File: config.mk
export PLATFORM = sky130hd
export DESIGN_NAME = skin_weight_normalize_quantize_flat
export DESIGN_NICKNAME = d
export VERILOG_FILES = /design/src/design/swnq_pkg.sv /design/src/design/swnq_if.sv /design/src/design/skin_weight_normalize_quantize.sv /design/src/design/swnq_ram.sv /design/src/design/swnq_queue.sv /design/src/design/swnq_front.sv /design/src/design/swnq_back.sv /design/src/flat_wrapper.sv
export SDC_FILE = /design/constraint.sdc
export NUM_CORES = 2
export LEC_CHECK = 0
export ABC_AREA = 1
export BUFFER_PORTS_ARGS = -buffer_cell sky130_fd_sc_hd__buf_2
export CAP_MARGIN = 0
export CORE_AREA = 4 4 318 320
export CTS_BUF_LIST = sky130_fd_sc_hd__clkbuf_8
export DETAILED_ROUTE_END_ITERATION = 8
export DIE_AREA = 0 0 322 324
export GPL_ROUTABILITY_DRIVEN = 1
export PLACE_DENSITY = 0.68
export SYNTH_ARGS = -nofsm -noshare
export SYNTH_HDL_FRONTEND = slang
export SYNTH_SLANG_ARGS = --single-unit
export TNS_END_PERCENT = 5
File: constraint.sdc
create_clock -name clock -period 9.55 [get_ports clock]
set_input_delay 0.4775 -clock clock [delete_from_list [all_inputs] [get_ports clock]]
set_output_delay 0.4775 -clock clock [all_outputs]
set_load 0.005 [all_outputs]
File: src/design/swnq_pkg.sv
// shared types, constants and helpers for the skin weight normaliser
`timescale 1ns / 1ps
package swnq_pkg;

   localparam int MAX_ENTRIES_DEF = 16;
   localparam int QUEUE_DEPTH     = 4;
   localparam int WEIGHT_W        = 21;
   localparam int BONE_W          = 8;
   localparam int VNUM_W          = 24;
   localparam int ECNT_W          = 5;
   localparam int QUANT_W         = 8;
   localparam int TOL_W           = 16;
   localparam int ONE_Q16         = 65536;
   localparam int SCALE2          = 510;
   localparam logic [TOL_W-1:0] TOL_RESET = 16'd3277;

   typedef struct packed {
      logic                       is_pair;
      logic [BONE_W-1:0]          bone;
      logic signed [WEIGHT_W-1:0] weight;
      logic                       last;
   } qent_type;

   typedef struct packed {
      logic [BONE_W-1:0]          bone;
      logic signed [WEIGHT_W-1:0] weight;
   } ent_type;

   typedef struct packed {
      logic [VNUM_W-1:0]  vertex_number;
      logic [ECNT_W-1:0]  entry_count;
      logic [BONE_W-1:0]  out_bone;
      logic [QUANT_W-1:0] quant_weight;
      logic               nonpositive_flag;
      logic               sum_warning;
      logic               last_out;
   } rsp_payload_type;

   function automatic logic signed [WEIGHT_W-1:0] sat_add(
      input logic signed [WEIGHT_W-1:0] a,
      input logic signed [WEIGHT_W-1:0] b);
      logic signed [WEIGHT_W:0] s;
      logic signed [WEIGHT_W:0] hi;
      logic signed [WEIGHT_W:0] lo;
      s  = (WEIGHT_W+1)'(a) + (WEIGHT_W+1)'(b);
      hi = (WEIGHT_W+1)'({1'b0, {(WEIGHT_W-1){1'b1}}});
      lo = -hi - (WEIGHT_W+1)'(1);
      if (s > hi) begin
         return hi[WEIGHT_W-1:0];
      end else if (s < lo) begin
         return lo[WEIGHT_W-1:0];
      end
      return s[WEIGHT_W-1:0];
   endfunction

endpackage

File: src/design/swnq_if.sv
// request and response channel interfaces
`timescale 1ns / 1ps
interface swnq_req_if;
   import swnq_pkg::*;
   logic                       valid;
   logic                       ready;
   logic                       has_entry;
   logic [BONE_W-1:0]          bone_index;
   logic signed [WEIGHT_W-1:0] weight;
   logic                       last;
   modport source (output valid, has_entry, bone_index, weight, last, input ready);
   modport sink   (input valid, has_entry, bone_index, weight, last, output ready);
endinterface

interface swnq_rsp_if;
   import swnq_pkg::*;
   logic               valid;
   logic               ready;
   logic [VNUM_W-1:0]  vertex_number;
   logic [ECNT_W-1:0]  entry_count;
   logic [BONE_W-1:0]  out_bone;
   logic [QUANT_W-1:0] quant_weight;
   logic               nonpositive_flag;
   logic               sum_warning;
   logic               last_out;
   modport source (output valid, vertex_number, entry_count, out_bone, quant_weight,
                   nonpositive_flag, sum_warning, last_out, input ready);
   modport sink   (input valid, vertex_number, entry_count, out_bone, quant_weight,
                   nonpositive_flag, sum_warning, last_out, output ready);
endinterface

File: src/design/skin_weight_normalize_quantize.sv
// top level of the skin weight normaliser and 8-bit quantiser
`timescale 1ns / 1ps
// Usage: bone/weight pairs of one vertex arrive on req, one beat each, the
// final beat carries last. A beat with has_entry low and last low is taken
// and dropped; pairs beyond MAX_ENTRIES are dropped, their last mark kept.
// The front takes a beat every cycle while its four-deep queue has room.
// The back loads the vertex into a small ram, then merges duplicates by
// pairwise bone compares, sums the entries and emits each entry after a
// restoring divide. The merge scan and the single shared divider set the
// cost of a vertex in the back; it loads another vertex only once the last
// entry of this one is in the output register.
// rsp carries one beat per merged entry from an output register; while rsp
// is stalled the back holds and the queue keeps taking beats until full.
// csr_we writes sum_tolerance; write only while idle.
// Reset (synchronous) clears the queue, counts and vertex number and sets
// sum_tolerance to 3277.
module skin_weight_normalize_quantize #(
   parameter int MAX_ENTRIES = swnq_pkg::MAX_ENTRIES_DEF
) (
   input  logic                       clock,
   input  logic                       reset,
   input  logic                       csr_we,
   input  logic [swnq_pkg::TOL_W-1:0] csr_wdata,
   swnq_req_if.sink                   req,
   swnq_rsp_if.source                 rsp
);
   import swnq_pkg::*;

   logic [TOL_W-1:0] tol_ff, tol_in;
   logic             q_push, q_pop, q_full, q_empty;
   qent_type         q_din, q_dout;

   assign tol_in = csr_we ? csr_wdata : tol_ff;

   always_ff @(posedge clock) begin
      if (reset) begin
         tol_ff <= TOL_RESET;
      end else begin
         tol_ff <= tol_in;
      end
   end

   swnq_front #(.MAX_ENTRIES(MAX_ENTRIES)) u_front (
      .clock  (clock),
      .reset  (reset),
      .req    (req),
      .q_full (q_full),
      .q_push (q_push),
      .q_data (q_din)
   );

   swnq_queue u_queue (
      .clock (clock),
      .reset (reset),
      .push  (q_push),
      .din   (q_din),
      .full  (q_full),
      .pop   (q_pop),
      .dout  (q_dout),
      .empty (q_empty)
   );

   swnq_back #(.MAX_ENTRIES(MAX_ENTRIES)) u_back (
      .clock   (clock),
      .reset   (reset),
      .tol     (tol_ff),
      .q_empty (q_empty),
      .q_pop   (q_pop),
      .q_data  (q_dout),
      .rsp     (rsp)
   );

   a_no_overflow: assert property (@(posedge clock) disable iff (reset)
      !(q_push && q_full))
      else $error("queue push while full");

   a_no_underflow: assert property (@(posedge clock) disable iff (reset)
      !(q_pop && q_empty))
      else $error("queue pop while empty");

   a_flag_zero: assert property (@(posedge clock) disable iff (reset)
      rsp.valid && rsp.nonpositive_flag |-> rsp.quant_weight == '0)
      else $error("flagged entry with nonzero weight");
endmodule

File: src/design/swnq_ram.sv
// generic ram, one write port, two registered read ports
`timescale 1ns / 1ps
module swnq_ram #(
   parameter int WIDTH = 8,
   parameter int DEPTH = 16,
   parameter int AW    = $clog2(DEPTH)
) (
   input  logic             clock,
   input  logic             wr_en,
   input  logic [AW-1:0]    wr_addr,
   input  logic [WIDTH-1:0] wr_data,
   input  logic [AW-1:0]    rd_addr_a,
   output logic [WIDTH-1:0] rd_data_a,
   input  logic [AW-1:0]    rd_addr_b,
   output logic [WIDTH-1:0] rd_data_b
);
   logic [WIDTH-1:0] mem [DEPTH];

   always_ff @(posedge clock) begin
      if (wr_en) begin
         mem[wr_addr] <= wr_data;
      end
      rd_data_a <= mem[rd_addr_a];
      rd_data_b <= mem[rd_addr_b];
   end
endmodule

File: src/design/swnq_queue.sv
// short fifo between front and back
`timescale 1ns / 1ps
module swnq_queue (
   input  logic               clock,
   input  logic               reset,
   input  logic               push,
   input  swnq_pkg::qent_type din,
   output logic               full,
   input  logic               pop,
   output swnq_pkg::qent_type dout,
   output logic               empty
);
   import swnq_pkg::*;
   localparam int PW = $clog2(QUEUE_DEPTH);
   localparam int CW = $clog2(QUEUE_DEPTH + 1);

   qent_type        slot_ff [QUEUE_DEPTH];
   logic [PW-1:0]   wp_ff, wp_in, rp_ff, rp_in;
   logic [CW-1:0]   cnt_ff, cnt_in;

   assign full  = (cnt_ff == CW'(QUEUE_DEPTH));
   assign empty = (cnt_ff == '0);
   assign dout  = slot_ff[rp_ff];

   always_comb begin
      wp_in  = push ? PW'(wp_ff + 1'b1) : wp_ff;
      rp_in  = pop  ? PW'(rp_ff + 1'b1) : rp_ff;
      cnt_in = cnt_ff;
      if (push && !pop) begin
         cnt_in = CW'(cnt_ff + 1'b1);
      end else if (pop && !push) begin
         cnt_in = CW'(cnt_ff - 1'b1);
      end
   end

   always_ff @(posedge clock) begin
      if (reset) begin
         wp_ff  <= '0;
         rp_ff  <= '0;
         cnt_ff <= '0;
      end else begin
         wp_ff  <= wp_in;
         rp_ff  <= rp_in;
         cnt_ff <= cnt_in;
      end
      if (push) begin
         slot_ff[wp_ff] <= din;
      end
   end
endmodule

File: src/design/swnq_front.sv
// front: accepts beats, drops overflow pairs, queues pairs and vertex ends
`timescale 1ns / 1ps
module swnq_front #(
   parameter int MAX_ENTRIES = swnq_pkg::MAX_ENTRIES_DEF
) (
   input  logic               clock,
   input  logic               reset,
   swnq_req_if.sink           req,
   input  logic               q_full,
   output logic               q_push,
   output swnq_pkg::qent_type q_data
);
   import swnq_pkg::*;
   localparam int CW = $clog2(MAX_ENTRIES + 1);

   logic [CW-1:0] count_ff, count_in;
   logic          take, room;

   assign req.ready = !q_full;
   assign take      = req.valid && req.ready;
   assign room      = (count_ff < CW'(MAX_ENTRIES));

   always_comb begin
      q_data.is_pair = req.has_entry && room;
      q_data.bone    = req.bone_index;
      q_data.weight  = req.weight;
      q_data.last    = req.last;
      q_push         = take && (q_data.is_pair || req.last);
      count_in       = count_ff;
      if (take) begin
         if (req.last) begin
            count_in = '0;
         end else if (q_data.is_pair) begin
            count_in = CW'(count_ff + 1'b1);
         end
      end
   end

   always_ff @(posedge clock) begin
      if (reset) begin
         count_ff <= '0;
      end else begin
         count_ff <= count_in;
      end
   end
endmodule

File: src/design/swnq_back.sv
// back: merge, sum, tolerance check, divide and emit per vertex
`timescale 1ns / 1ps
module swnq_back #(
   parameter int MAX_ENTRIES = swnq_pkg::MAX_ENTRIES_DEF
) (
   input  logic                        clock,
   input  logic                        reset,
   input  logic [swnq_pkg::TOL_W-1:0]  tol,
   input  logic                        q_empty,
   output logic                        q_pop,
   input  swnq_pkg::qent_type          q_data,
   swnq_rsp_if.source                  rsp
);
   import swnq_pkg::*;
   localparam int CW = $clog2(MAX_ENTRIES + 1);
   localparam int AW = $clog2(MAX_ENTRIES);
   localparam int SW = WEIGHT_W + AW;
   localparam int NW = SW + 10;
   localparam int EW = $bits(ent_type);

   localparam logic [3:0] ST_LOAD  = 4'd0;
   localparam logic [3:0] ST_M_RD  = 4'd1;
   localparam logic [3:0] ST_M_CMP = 4'd2;
   localparam logic [3:0] ST_M_MV  = 4'd3;
   localparam logic [3:0] ST_S_RD  = 4'd4;
   localparam logic [3:0] ST_S_ACC = 4'd5;
   localparam logic [3:0] ST_CHK   = 4'd6;
   localparam logic [3:0] ST_O_RD  = 4'd7;
   localparam logic [3:0] ST_O_LD  = 4'd8;
   localparam logic [3:0] ST_O_DIV = 4'd9;
   localparam logic [3:0] ST_O_OUT = 4'd10;
   localparam logic [3:0] ST_DONE  = 4'd11;

   logic [3:0]          state_ff, state_in;
   logic [CW-1:0]       n_ff, n_in, i_ff, i_in, j_ff, j_in, k_ff, k_in;
   logic [SW-1:0]       sum_ff, sum_in, dev;
   logic                warn_ff, warn_in;
   logic [VNUM_W-1:0]   vnum_ff, vnum_in;
   logic [BONE_W-1:0]   bone_ff, bone_in;
   logic                flag_ff, flag_in;
   logic [NW-1:0]       rem_ff, rem_in, dsh_ff, dsh_in;
   logic [QUANT_W-1:0]  quo_ff, quo_in;
   logic [3:0]          cnt_ff, cnt_in;
   rsp_payload_type     out_ff, out_in;
   logic                ov_ff, ov_in;
   logic                out_free;

   logic                wr_en;
   logic [AW-1:0]       wr_addr, rd_addr_a, rd_addr_b;
   ent_type             wr_ent, ent_a, ent_b;
   logic [EW-1:0]       rd_data_a, rd_data_b;
   logic [WEIGHT_W-2:0] wpos;
   logic [28:0]         prod;

   swnq_ram #(.WIDTH(EW), .DEPTH(MAX_ENTRIES)) u_ram (
      .clock     (clock),
      .wr_en     (wr_en),
      .wr_addr   (wr_addr),
      .wr_data   (wr_ent),
      .rd_addr_a (rd_addr_a),
      .rd_data_a (rd_data_a),
      .rd_addr_b (rd_addr_b),
      .rd_data_b (rd_data_b)
   );

   assign ent_a    = ent_type'(rd_data_a);
   assign ent_b    = ent_type'(rd_data_b);
   assign wpos     = (ent_a.weight > 0) ? ent_a.weight[WEIGHT_W-2:0] : '0;
   assign prod     = wpos * 9'(SCALE2);
   assign out_free = !ov_ff || rsp.ready;
   assign dev      = (sum_ff >= SW'(ONE_Q16)) ? SW'(sum_ff - SW'(ONE_Q16))
                                              : SW'(SW'(ONE_Q16) - sum_ff);

   always_comb begin
      state_in  = state_ff;
      n_in      = n_ff;
      i_in      = i_ff;
      j_in      = j_ff;
      k_in      = k_ff;
      sum_in    = sum_ff;
      warn_in   = warn_ff;
      vnum_in   = vnum_ff;
      bone_in   = bone_ff;
      flag_in   = flag_ff;
      rem_in    = rem_ff;
      dsh_in    = dsh_ff;
      quo_in    = quo_ff;
      cnt_in    = cnt_ff;
      out_in    = out_ff;
      ov_in     = rsp.ready ? 1'b0 : ov_ff;
      q_pop     = 1'b0;
      wr_en     = 1'b0;
      wr_addr   = n_ff[AW-1:0];
      wr_ent    = '{bone: q_data.bone, weight: q_data.weight};
      rd_addr_a = i_ff[AW-1:0];
      rd_addr_b = j_ff[AW-1:0];
      unique case (state_ff)
         ST_LOAD: begin
            if (!q_empty) begin
               q_pop = 1'b1;
               if (q_data.is_pair) begin
                  wr_en = 1'b1;
                  n_in  = CW'(n_ff + 1'b1);
               end
               if (q_data.last) begin
                  i_in     = CW'(1);
                  j_in     = '0;
                  state_in = ST_M_RD;
               end
            end
         end
         ST_M_RD: begin
            if (i_ff >= n_ff) begin
               k_in     = '0;
               sum_in   = '0;
               state_in = ST_S_RD;
            end else if (j_ff == i_ff) begin
               i_in = CW'(i_ff + 1'b1);
               j_in = '0;
            end else begin
               state_in = ST_M_CMP;
            end
         end
         ST_M_CMP: begin
            if (ent_a.bone == ent_b.bone) begin
               wr_en     = 1'b1;
               wr_addr   = j_ff[AW-1:0];
               wr_ent    = '{bone: ent_b.bone, weight: sat_add(ent_b.weight, ent_a.weight)};
               n_in      = CW'(n_ff - 1'b1);
               rd_addr_a = n_in[AW-1:0];
               state_in  = ST_M_MV;
            end else begin
               j_in     = CW'(j_ff + 1'b1);
               state_in = ST_M_RD;
            end
         end
         ST_M_MV: begin
            wr_en    = 1'b1;
            wr_addr  = i_ff[AW-1:0];
            wr_ent   = ent_a;
            j_in     = '0;
            state_in = ST_M_RD;
         end
         ST_S_RD: begin
            rd_addr_a = k_ff[AW-1:0];
            state_in  = (k_ff >= n_ff) ? ST_CHK : ST_S_ACC;
         end
         ST_S_ACC: begin
            sum_in   = SW'(sum_ff + SW'(wpos));
            k_in     = CW'(k_ff + 1'b1);
            state_in = ST_S_RD;
         end
         ST_CHK: begin
            warn_in  = dev > SW'(tol);
            k_in     = '0;
            state_in = ST_O_RD;
         end
         ST_O_RD: begin
            rd_addr_a = k_ff[AW-1:0];
            state_in  = (k_ff >= n_ff) ? ST_DONE : ST_O_LD;
         end
         ST_O_LD: begin
            bone_in  = ent_a.bone;
            flag_in  = !(ent_a.weight > 0);
            rem_in   = NW'(prod) + NW'(sum_ff);
            dsh_in   = NW'({sum_ff, 8'd0});
            quo_in   = '0;
            cnt_in   = 4'(QUANT_W);
            state_in = ST_O_DIV;
         end
         ST_O_DIV: begin
            // restoring divide, one quotient bit a cycle
            if (rem_ff >= dsh_ff) begin
               rem_in = rem_ff - dsh_ff;
               quo_in = {quo_ff[QUANT_W-2:0], 1'b1};
            end else begin
               quo_in = {quo_ff[QUANT_W-2:0], 1'b0};
            end
            dsh_in = dsh_ff >> 1;
            cnt_in = cnt_ff - 4'd1;
            if (cnt_ff == 4'd1) begin
               state_in = ST_O_OUT;
            end
         end
         ST_O_OUT: begin
            if (out_free) begin
               out_in.vertex_number    = vnum_ff;
               out_in.entry_count      = ECNT_W'(n_ff);
               out_in.out_bone         = bone_ff;
               out_in.quant_weight     = (sum_ff == '0) ? '0 : quo_ff;
               out_in.nonpositive_flag = flag_ff;
               out_in.sum_warning      = warn_ff;
               out_in.last_out         = (CW'(k_ff + 1'b1) == n_ff);
               ov_in                   = 1'b1;
               k_in                    = CW'(k_ff + 1'b1);
               state_in                = ST_O_RD;
            end
         end
         ST_DONE: begin
            vnum_in  = VNUM_W'(vnum_ff + 1'b1);
            n_in     = '0;
            state_in = ST_LOAD;
         end
         default: begin
            state_in = ST_LOAD;
         end
      endcase
   end

   always_ff @(posedge clock) begin
      if (reset) begin
         state_ff <= ST_LOAD;
         n_ff     <= '0;
         vnum_ff  <= '0;
         ov_ff    <= 1'b0;
      end else begin
         state_ff <= state_in;
         n_ff     <= n_in;
         vnum_ff  <= vnum_in;
         ov_ff    <= ov_in;
      end
      i_ff    <= i_in;
      j_ff    <= j_in;
      k_ff    <= k_in;
      sum_ff  <= sum_in;
      warn_ff <= warn_in;
      bone_ff <= bone_in;
      flag_ff <= flag_in;
      rem_ff  <= rem_in;
      dsh_ff  <= dsh_in;
      quo_ff  <= quo_in;
      cnt_ff  <= cnt_in;
      out_ff  <= out_in;
   end

   assign rsp.valid            = ov_ff;
   assign rsp.vertex_number    = out_ff.vertex_number;
   assign rsp.entry_count      = out_ff.entry_count;
   assign rsp.out_bone         = out_ff.out_bone;
   assign rsp.quant_weight     = out_ff.quant_weight;
   assign rsp.nonpositive_flag = out_ff.nonpositive_flag;
   assign rsp.sum_warning      = out_ff.sum_warning;
   assign rsp.last_out         = out_ff.last_out;
endmodule
File: src/flat_wrapper.sv
// flat-port wrapper written by rule: the top's interface ports become plain ports
module skin_weight_normalize_quantize_flat import swnq_pkg::*;
#(
   parameter int MAX_ENTRIES = swnq_pkg::MAX_ENTRIES_DEF
)
  (clock, reset, csr_we, csr_wdata, req_valid, req_has_entry, req_bone_index, req_weight, req_last, req_ready, rsp_valid, rsp_vertex_number, rsp_entry_count, rsp_out_bone, rsp_quant_weight, rsp_nonpositive_flag, rsp_sum_warning, rsp_last_out, rsp_ready);
  swnq_req_if req_i ();
  swnq_rsp_if rsp_i ();
  input  logic clock;
  input  logic reset;
  input  logic csr_we;
  input  logic [swnq_pkg::TOL_W-1:0] csr_wdata;
  input wire logic [$bits(req_i.valid)-1:0] req_valid;
  input wire logic [$bits(req_i.has_entry)-1:0] req_has_entry;
  input wire logic [$bits(req_i.bone_index)-1:0] req_bone_index;
  input wire logic [$bits(req_i.weight)-1:0] req_weight;
  input wire logic [$bits(req_i.last)-1:0] req_last;
  output wire logic [$bits(req_i.ready)-1:0] req_ready;
  output wire logic [$bits(rsp_i.valid)-1:0] rsp_valid;
  output wire logic [$bits(rsp_i.vertex_number)-1:0] rsp_vertex_number;
  output wire logic [$bits(rsp_i.entry_count)-1:0] rsp_entry_count;
  output wire logic [$bits(rsp_i.out_bone)-1:0] rsp_out_bone;
  output wire logic [$bits(rsp_i.quant_weight)-1:0] rsp_quant_weight;
  output wire logic [$bits(rsp_i.nonpositive_flag)-1:0] rsp_nonpositive_flag;
  output wire logic [$bits(rsp_i.sum_warning)-1:0] rsp_sum_warning;
  output wire logic [$bits(rsp_i.last_out)-1:0] rsp_last_out;
  input wire logic [$bits(rsp_i.ready)-1:0] rsp_ready;
  assign req_i.valid = req_valid;
  assign req_i.has_entry = req_has_entry;
  assign req_i.bone_index = req_bone_index;
  assign req_i.weight = req_weight;
  assign req_i.last = req_last;
  assign req_ready = req_i.ready;
  assign rsp_valid = rsp_i.valid;
  assign rsp_vertex_number = rsp_i.vertex_number;
  assign rsp_entry_count = rsp_i.entry_count;
  assign rsp_out_bone = rsp_i.out_bone;
  assign rsp_quant_weight = rsp_i.quant_weight;
  assign rsp_nonpositive_flag = rsp_i.nonpositive_flag;
  assign rsp_sum_warning = rsp_i.sum_warning;
  assign rsp_last_out = rsp_i.last_out;
  assign rsp_i.ready = rsp_ready;
  skin_weight_normalize_quantize #(.MAX_ENTRIES(MAX_ENTRIES)) u_core (.clock(clock), .reset(reset), .csr_we(csr_we), .csr_wdata(csr_wdata), .req(req_i), .rsp(rsp_i));
endmodule
==> impl_metrics.json <==
{
  "vias_per_cell": 5.80,
  "die_y_um": 324,
  "grt_pass1_wl_um": 232000,
  "grt_max_degree": 269,
  "status": "complete, no violations",
  "hold_start": "csr_we",
  "relSlewSlack": 0.0625,
  "dp_hpwl_um": 101000,
  "drtIter0Drc": 4548,
  "cap_viol_max_count": 0,
  "post-route-util": 0.571,
  "final_nets": 6079,
  "wl_per_cell_um": 21.6,
  "worst_pin_slew_ps": 1410,
  "synth_ff_type": "edfxtp_1",
  "htree_levels": 4,
  "die_area_um2": 104000,
  "fp-row-count": 115,
  "vias": 41600,
  "worstPathRequired_ps": 10110,
  "drtAntennaViolNets": 0,
  "design.core.area_um2": 98100,
  "final_cell_mix": "938 x nand2_1, 820 x inv_1, 766 x edfxtp_1, 527 x o21ai_0, 447 x nor2_1",
  "min_path_type": "in -> reg",
  "finalWirelength_um": 155000,
  "ys_ff_latch": 888,
  "final-setup-viol-count": 0,
  "final_hold_viol_count": 0,
  "critical_path.startpoint": "u_core.u_back.u_ram.rd_data_a[2]",
  "critical-path-max-stage-delay_ps": 640,
  "drc_errors": 0,
  "maxSlewViolCount": 0,
  "initial_core_util": 0.516,
  "synth_nets": 5945,
  "cts_buffers": 153,
  "synthDistinctLibCells": 58,
  "cts-resized-gates": 0,
  "grt_pass1_vias": 39300,
  "arrival_ps": 8650,
  "area_delta_synth_final_pct": 10.7,
  "grt_overflow": 0,
  "synth_edf_count": 766,
  "io_pins": 102,
  "worst_setup_path_start_kind": "flip-flop",
  "ys_warn_count": 0,
  "cp_max_fo": 18,
  "synth-seq-area-share": 0.502,
  "async_reset_ff_frac": 0,
  "critPathSlowestCell": "fa_1",
  "grt_use_total": 0.293,
  "fmax_mhz": 124,
  "cp-end-kind": "flip-flop",
  "clk_latency_ps": 860,
  "rsz0062_at_grt": "no",
  "ctsLongestPathBuffers": 3,
  "layout_commonest_cell": "nand2_1",
  "post_synth.cell_area_avg_um2": 9.02,
  "fin_crit_ps": 8090,
  "clk_pin_slew_ps": 70,
  "drive_gt1_frac": 0.0787,
  "netlist_area_um2": 50600,
  "cts_setup_buffers": 0,
  "whs_ps": 86.4,
  "reg2reg_from": "u_core.u_back.u_ram.rd_data_a[2]",
  "die_w_um": 322,
  "antenna_found_initial": 4,
  "place_congestion": 0.957,
  "postSynthCellCount": 5612,
  "period_share": 0.847,
  "io_buffers": 101,
  "cts-root-buf": "clkbuf_8",
  "cts_hold_buf": 56,
  "cts_tree": "yes",
  "crit_type": "reg -> reg",
  "setup_tns_ps": 0,
  "clock_sinks": 888,
  "drt_pass1_iterations": 7,
  "fill_cells": 8724,
  "clock_skew_ps": 62.0
}
[logic make-up after synthesis]
group,after synthesis,synth area share
AO/OA/AOI/OAI,1326,0.150
adder cells (fa/ha/maj),281,0.0831
flip-flops,888,0.502
AND/OR/NAND/NOR,1981,0.164
XOR/XNOR,110,0.0190
buffers and inverters,1026,0.0811
[cell usage after synthesis (all sizes together) (3+ instances only)]
library cell	count	area share
nand4	30	0.0037
edfxtp	766	0.45
xor2	70	0.012
or2	32	0.0040
o21ai	530	0.052
o21a	12	0.0018
o221ai	5	0.00086
clkinv	4	0.00030
xnor2	40	0.0069
a221oi	5	0.00086
a21oi	411	0.041
ha	189	0.047
clkbuf	158	0.012
fa	92	0.036
nor3	43	0.0042
o211ai	255	0.038
o31ai	5	0.00074
nor2	477	0.036
a21o	17	0.0025
o21bai	13	0.0019
o22ai	24	0.0030
a31oi	12	0.0015
a211oi	8	0.0012
nor4	16	0.0020
nand3b	3	0.00044
dfxtp	122	0.048
o311ai	10	0.0017
buf	91	0.012
nand3	434	0.043
inv	773	0.057
a21boi	9	0.0013
nand2	940	0.070
[flip-flops by register name (all words and copies together), names as in the netlist, 5 cells and up, named ones only]
signal,count
u_core.u_back.vnum_ff,24
u_core.u_queue.slot_ff,124
u_core.u_back.rsp.entry_count,5
u_core.u_back.rem_ff,35
u_core.tol_ff,16
u_core.u_back.i_ff,5
u_core.u_back.rsp.out_bone,8
u_core.u_back.k_ff,5
u_core.u_back.bone_ff,8
u_core.u_back.n_ff,5
u_core.u_back.rsp.vertex_number,24
u_core.u_back.quo_ff,8
u_core.u_back.rsp.quant_weight,8
u_core.u_back.dsh_ff,33
u_core.u_back.u_ram.rd_data_a,29
u_core.u_back.u_ram.mem,464
u_core.u_back.sum_ff,25
u_core.u_back.u_ram.rd_data_b,29
u_core.u_front.count_ff,5
u_core.u_back.j_ff,5
[routing by layer]
metal  GRT usage  part of all wire
met1       0.384              0.40
met2       0.468              0.45
met3      0.0492             0.085
met4       0.164             0.060
met5           0                 0
[metrics by stage]
stage          worst slack (ps)  cells  area [um2]
2_1_floorplan              2800   5612       50600
3_3_place_gp               1750   6822       52400
3_5_place_dp               1550   6822       52400
4_1_cts                    1510   7160       56100
5_1_grt                     769   7161       56100
6_report                   1460   7161       56100
[worst max-delay path, delay by kind of cell (launching register included)]
family | cells | cell delay, ps
AOI/OAI and AO/OA | 9 | 1740
buffers and inverters | 4 | 400
DFF | 1 | 500
and+or+nand+nor | 10 | 1910
xor gates and xnor gates | 1 | 360
adders and majority gates | 6 | 2860
[worst paths after layout]
kind	end	slack [ps]	cells past startpoint
min	u_core.tol_ff[10]	90	2
min reg2reg	u_core.u_back.rsp.out_bone[6]	410	0
max reg2reg	u_core.u_back.rem_ff[27]	1460	30
max	u_core.u_back.rem_ff[27]	1460	30
[area by class of cell]
| class | instances | area (um2) | area share |
|---|---|---|---|
| clock buffers | 172 | 2370 | 0.0422 |
| inverters | 777 | 2920 | 0.0521 |
| flip-flops and latches | 888 | 25400 | 0.454 |
| multi-input cells | 3698 | 21400 | 0.381 |
| repair buffers | 228 | 1620 | 0.0290 |
| well taps | 1287 | 1610 | 0.0287 |
| clock inverters | 110 | 703 | 0.0125 |
| diodes | 1 | 2.50 | 0.0000446 |
Power is not shown: default switching activity piles up to over one toggle a cycle in this logic, so the estimate is an artifact.
